==> src/rtl/core/trkm_pkg.sv <==
// Shared constants, key and command types for the two-run key merge.
`timescale 1ns / 1ps
`default_nettype none
package trkm_pkg;

   localparam int RUN_DEPTH = 32;
   localparam int KEY_BYTES = 64;
   localparam int WORD_W = 64;
   localparam int KEY_WORDS = 8;
   localparam int CNT_W = $clog2(RUN_DEPTH + 1);
   localparam int ADDR_W = (RUN_DEPTH > 1) ? $clog2(RUN_DEPTH) : 1;
   localparam int CMD_DEPTH = 2;
   localparam int CMD_PTR_W = $clog2(CMD_DEPTH);
   localparam int CMD_CNT_W = $clog2(CMD_DEPTH + 1);

   typedef logic [KEY_WORDS-1:0][WORD_W-1:0] merge_key_type;

   typedef struct packed {
      logic          side;
      logic          write;
      logic          finish;
      merge_key_type key;
   } cmd_type;

   // Bytes of word w that take part in the key compare.
   function automatic logic [WORD_W-1:0] word_mask(input int w);
      logic [WORD_W-1:0] m;
      m = '0;
      for (int b = 0; b < 8; b++) begin
         if (8 * w + b < KEY_BYTES) begin
            m[WORD_W-1-8*b -: 8] = 8'hFF;
         end
      end
      return m;
   endfunction

endpackage
`default_nettype wire

==> src/rtl/core/trkm_cmd_fifo.sv <==
// Short command queue between the input side and the merge engine.
`timescale 1ns / 1ps
`default_nettype none
module trkm_cmd_fifo (
   input  wire logic              clock,
   input  wire logic              reset,
   input  wire logic              push,
   input  wire trkm_pkg::cmd_type push_cmd,
   output logic                   full,
   output logic                   pop_valid,
   output trkm_pkg::cmd_type      pop_cmd,
   input  wire logic              pop
);

   localparam logic [trkm_pkg::CMD_CNT_W-1:0] DEPTH_CNT =
      trkm_pkg::CMD_CNT_W'(trkm_pkg::CMD_DEPTH);
   localparam logic [trkm_pkg::CMD_PTR_W-1:0] LAST_PTR =
      trkm_pkg::CMD_PTR_W'(trkm_pkg::CMD_DEPTH - 1);

   trkm_pkg::cmd_type                 entry_ff [trkm_pkg::CMD_DEPTH];
   logic [trkm_pkg::CMD_PTR_W-1:0]    wr_ptr_ff, wr_ptr_in;
   logic [trkm_pkg::CMD_PTR_W-1:0]    rd_ptr_ff, rd_ptr_in;
   logic [trkm_pkg::CMD_CNT_W-1:0]    count_ff, count_in;
   logic                              do_pop;

   assign full      = (count_ff == DEPTH_CNT);
   assign pop_valid = (count_ff != '0);
   assign pop_cmd   = entry_ff[rd_ptr_ff];
   assign do_pop    = pop && pop_valid;

   always_comb begin
      wr_ptr_in = wr_ptr_ff;
      rd_ptr_in = rd_ptr_ff;
      count_in  = count_ff;
      if (push) begin
         wr_ptr_in = (wr_ptr_ff == LAST_PTR) ? '0 : wr_ptr_ff + 1'b1;
      end
      if (do_pop) begin
         rd_ptr_in = (rd_ptr_ff == LAST_PTR) ? '0 : rd_ptr_ff + 1'b1;
      end
      if (push && !do_pop) begin
         count_in = count_ff + 1'b1;
      end else if (!push && do_pop) begin
         count_in = count_ff - 1'b1;
      end
   end

   always_ff @(posedge clock) begin
      if (reset) begin
         wr_ptr_ff <= '0;
         rd_ptr_ff <= '0;
         count_ff  <= '0;
      end else begin
         wr_ptr_ff <= wr_ptr_in;
         rd_ptr_ff <= rd_ptr_in;
         count_ff  <= count_in;
      end
   end

   always_ff @(posedge clock) begin
      if (push) begin
         entry_ff[wr_ptr_ff] <= push_cmd;
      end
   end

endmodule
`default_nettype wire

==> config.mk <==
export PLATFORM = sky130hd
export DESIGN_NAME = trkm_cmd_fifo
export DESIGN_NICKNAME = d
export VERILOG_FILES = /design/src/rtl/core/trkm_pkg.sv /design/src/rtl/core/trkm_cmd_fifo.sv
export SDC_FILE = /design/constraint.sdc
export NUM_CORES = 1
export LEC_CHECK = 0
export ABC_AREA = 1
export BUFFER_PORTS_ARGS = -buffer_cell sky130_fd_sc_hd__clkbuf_2
export CAP_MARGIN = 5
export CORE_AREA = 3 3 406 408
export CTS_BUF_LIST = sky130_fd_sc_hd__clkbuf_2
export DETAILED_ROUTE_END_ITERATION = 10
export DIE_AREA = 0 0 409 411
export PLACE_DENSITY = 0.45
export SYNTH_ARGS = -nofsm -noshare
export SYNTH_HDL_FRONTEND = slang
export SYNTH_SLANG_ARGS = --single-unit
==> constraint.sdc <==
create_clock -name clock -period 26 [get_ports clock]
set_input_delay 5.2 -clock clock [delete_from_list [all_inputs] [get_ports clock]]
set_output_delay 5.2 -clock clock [all_outputs]
set_load 0.02 [all_outputs]
==> metrics <==
setup_tns=0 ns; Port Buffer Count=1,035; Post-Route WL=110,400 um; synthesized area per cell=23.71 sq um; hold path cells=2; floorplan row count=148; cell taking the most area after synthesis=edfxtp_1; detailed-route via count=20,670; Async SR Flop Fraction=0; remaining antenna violation count=0; sequential share of power=0.534; DPL Wire Length=79,070 um; clk_lat worst skew=1.62 ns; met1 wire length=39,640 um; first-pass GRT wire length=152,100 um; Gate power share=0.170; crit-path max FO=109; Synth top area share=0.7970; ys flop type=edfxtp_1; antenna violations before repair=45; largest net degree at the start of global routing=132; top cells by count, synth=edfxtp_1 (1,030), mux2_4 (350), mux2_2 (165); vias in the first global route=21,730; CTS Root Cell=clkbuf_2; die area=168,100 sq um; io pins=1,036; #FFs+latches synth=1,035; final hold vios=0; routed length per instance=20.84 um; Clk pwr share=0.296; vias per std cell=3.901; Final nets=3,455; Layout area overhead=25.63%; Arr. time, crit path=6.93 ns; RePlAce Congestion=0.7705; core area=162,000 sq um; Starting Density=0.2395; layout cells sized above 1=0.6460; DIE HEIGHT=411 um; grt ovf=0; Pleak=0.01920 uW; GRT Util Overall=0.1266; Critical Path End Type=primary output; die width=409 um; Post-CTS Resized=0; critical path class=reg -> out; max-cap viol count=0; Final Skew=0.09859 ns; number of cells on the worst reg-to-reg path=4; switching power=1047 uW; VDD IR max=0.03370 mV; Mapped Area=38,810 sq um; period utilization=0.4666; actual slew at the worst max-slew pin=1.153 ns; CTS sink count=1,035; count leader, synth=edfxtp_1; synthesized instance count=1,637; Synth Net Count=2,157; Post-CTS Hold Fix Bufs=0; Final Worst Setup Slack=13.87 ns; total CTS buffers=297; worst min path class=reg -> reg; worst rel slew slack=0.2314; clock-pin slew on the worst setup and hold paths=0.07 ns; DRT iter0 DRCs=1,012; pre-CTS WS=15.38 ns; Worst Path Required=20.80 ns; Max clock buf depth=4; Routed met3 length=12,460 um; sequential-to-total area share from yosys stat=0.7996; warning count from the yosys run=0; Max Freq=82.43 MHz; H-tree Lvls=5; EDFF count, synth=1,030; Yosys cell types=16; Highest Signal Layer=met5; Internal=2621 uW; Final min period=12.13 ns; Setup Buffers After CTS=0; Worst Setup Start Kind=flop; Synth area leaders=edfxtp_1 (80%), mux2_4 (14%), mux2_2 (4.8%), buf_6 (1.1%), dfxtp_1 (0.26%); met2 wire len=55,660 um; RSZ-0062 raised after global routing=false; drt drc=0; status=finished clean; CTS tree=done; Slew Limit Fails=0; Sw Ratio=0.2854; Power Dens Cells=75.24 nW/um^2; Final setup viols=0; total power draw=3668 uW; drt first pass iters=5
==> flip-flops by register name (all words and copies together), names as in the netlist, named ones only <==
name       cells
entry_ff    1030
count_ff       2
wr_ptr_ff      1
rd_ptr_ff      1
==> cell type report <==
type                            instances  area, sq um
Fill cell                           16350       113300
Clock buffer                          416         2082
Tap cell                             2175         2721
Inverter                                8        37.54
Sequential cell                      1035        31030
Clock inverter                         47        209.0
Timing Repair Buffer                 1056         5388
Antenna cell                           24        60.06
Multi-Input combinational cell        537         7222
==> worst paths after layout <==
kind / startpoint / to / slack (ns)
max: flop / pop_cmd[513] / 13.87
min: rd_ptr_ff / rd_ptr_ff / 0.51
max reg2reg: wr_ptr_ff / entry_ff[0][471] / 21.86
min reg2reg: rd_ptr_ff / rd_ptr_ff / 0.51
==> routing by layer <==
metal | up-vias | global-route usage
met3 | 226 | 0.07241
met1 | 10120 | 0.1300
met5 | - | 0
met4 | 24 | 0.04908
li1 | 9354 | -
met2 | 941 | 0.2127
==> kinds of logic (layout without fill, tap and decap cells) <==
logic type | count (synthesis) | after routing | synth area share
AOI/OAI and AO/OA | 3 | 3 | 0.0003868
adders and majority gates | 1 | 1 | 0.0003224
buffers and inverters | 65 | 1527 | 0.01448
DFF | 1035 | 1035 | 0.7996
muxes | 515 | 515 | 0.1833
other | 0 | 24 | 0
and+or+nand+nor | 18 | 18 | 0.001902
==> per-stage QoR <==
stage	util	hold WS, ns	cells	instance area [sq um]
final	0.3009	0.5132	5298	48750
after global routing	0.3008	0.5654	5290	48730
after CTS	0.3005	0.5165	5274	48690
after detailed placement	0.2864	0.4961	4811	46400
after global placement	0.2864	0.4783	4811	46400
after floorplan	-	0.4645	1637	38810
==> critical path, stage by stage (launching register included) <==
cell and delay [ns]:
dfxtp_4 0.78, buf_4 0.76, buf_4 0.75, buf_12 0.63, buf_4 0.68, buf_4 0.75
mux2_2 0.42, clkbuf_2 0.16
==> power by group through the flow <==
| stage | registers, uW | clock network (uW) | logic (uW) |
|---|---|---|---|
| 2_1_floorplan | 2030 | 0 | 421 |
| 3_3_place_gp | 2000 | 0 | 638 |
| 3_5_place_dp | 2000 | 0 | 639 |
| 4_1_cts | 1960 | 1160 | 641 |
| 5_1_grt | 1970 | 1250 | 665 |
| 6_report | 1960 | 1080 | 625 |
==> cells in the final DEF (no fill, tap or decap) <==
master	n
nand4_1	1
buf_12	4
mux2_4	350
o21ai_0	1
nand3_1	2
dfxtp_4	1
diode_2	24
mux2_2	165
nor3_1	1
bufinv_16	1
nand2_1	8
inv_2	6
inv_8	1
edfxtp_1	1030
a21oi_1	2
clkinv_1	35
nor2_4	1
buf_4	17
ha_1	1
dfxtp_1	4
inv_1	7
clkinv_2	5
nor2_1	5
clkbuf_2	1451
Note: power is estimated with default switching activity, not from simulation.
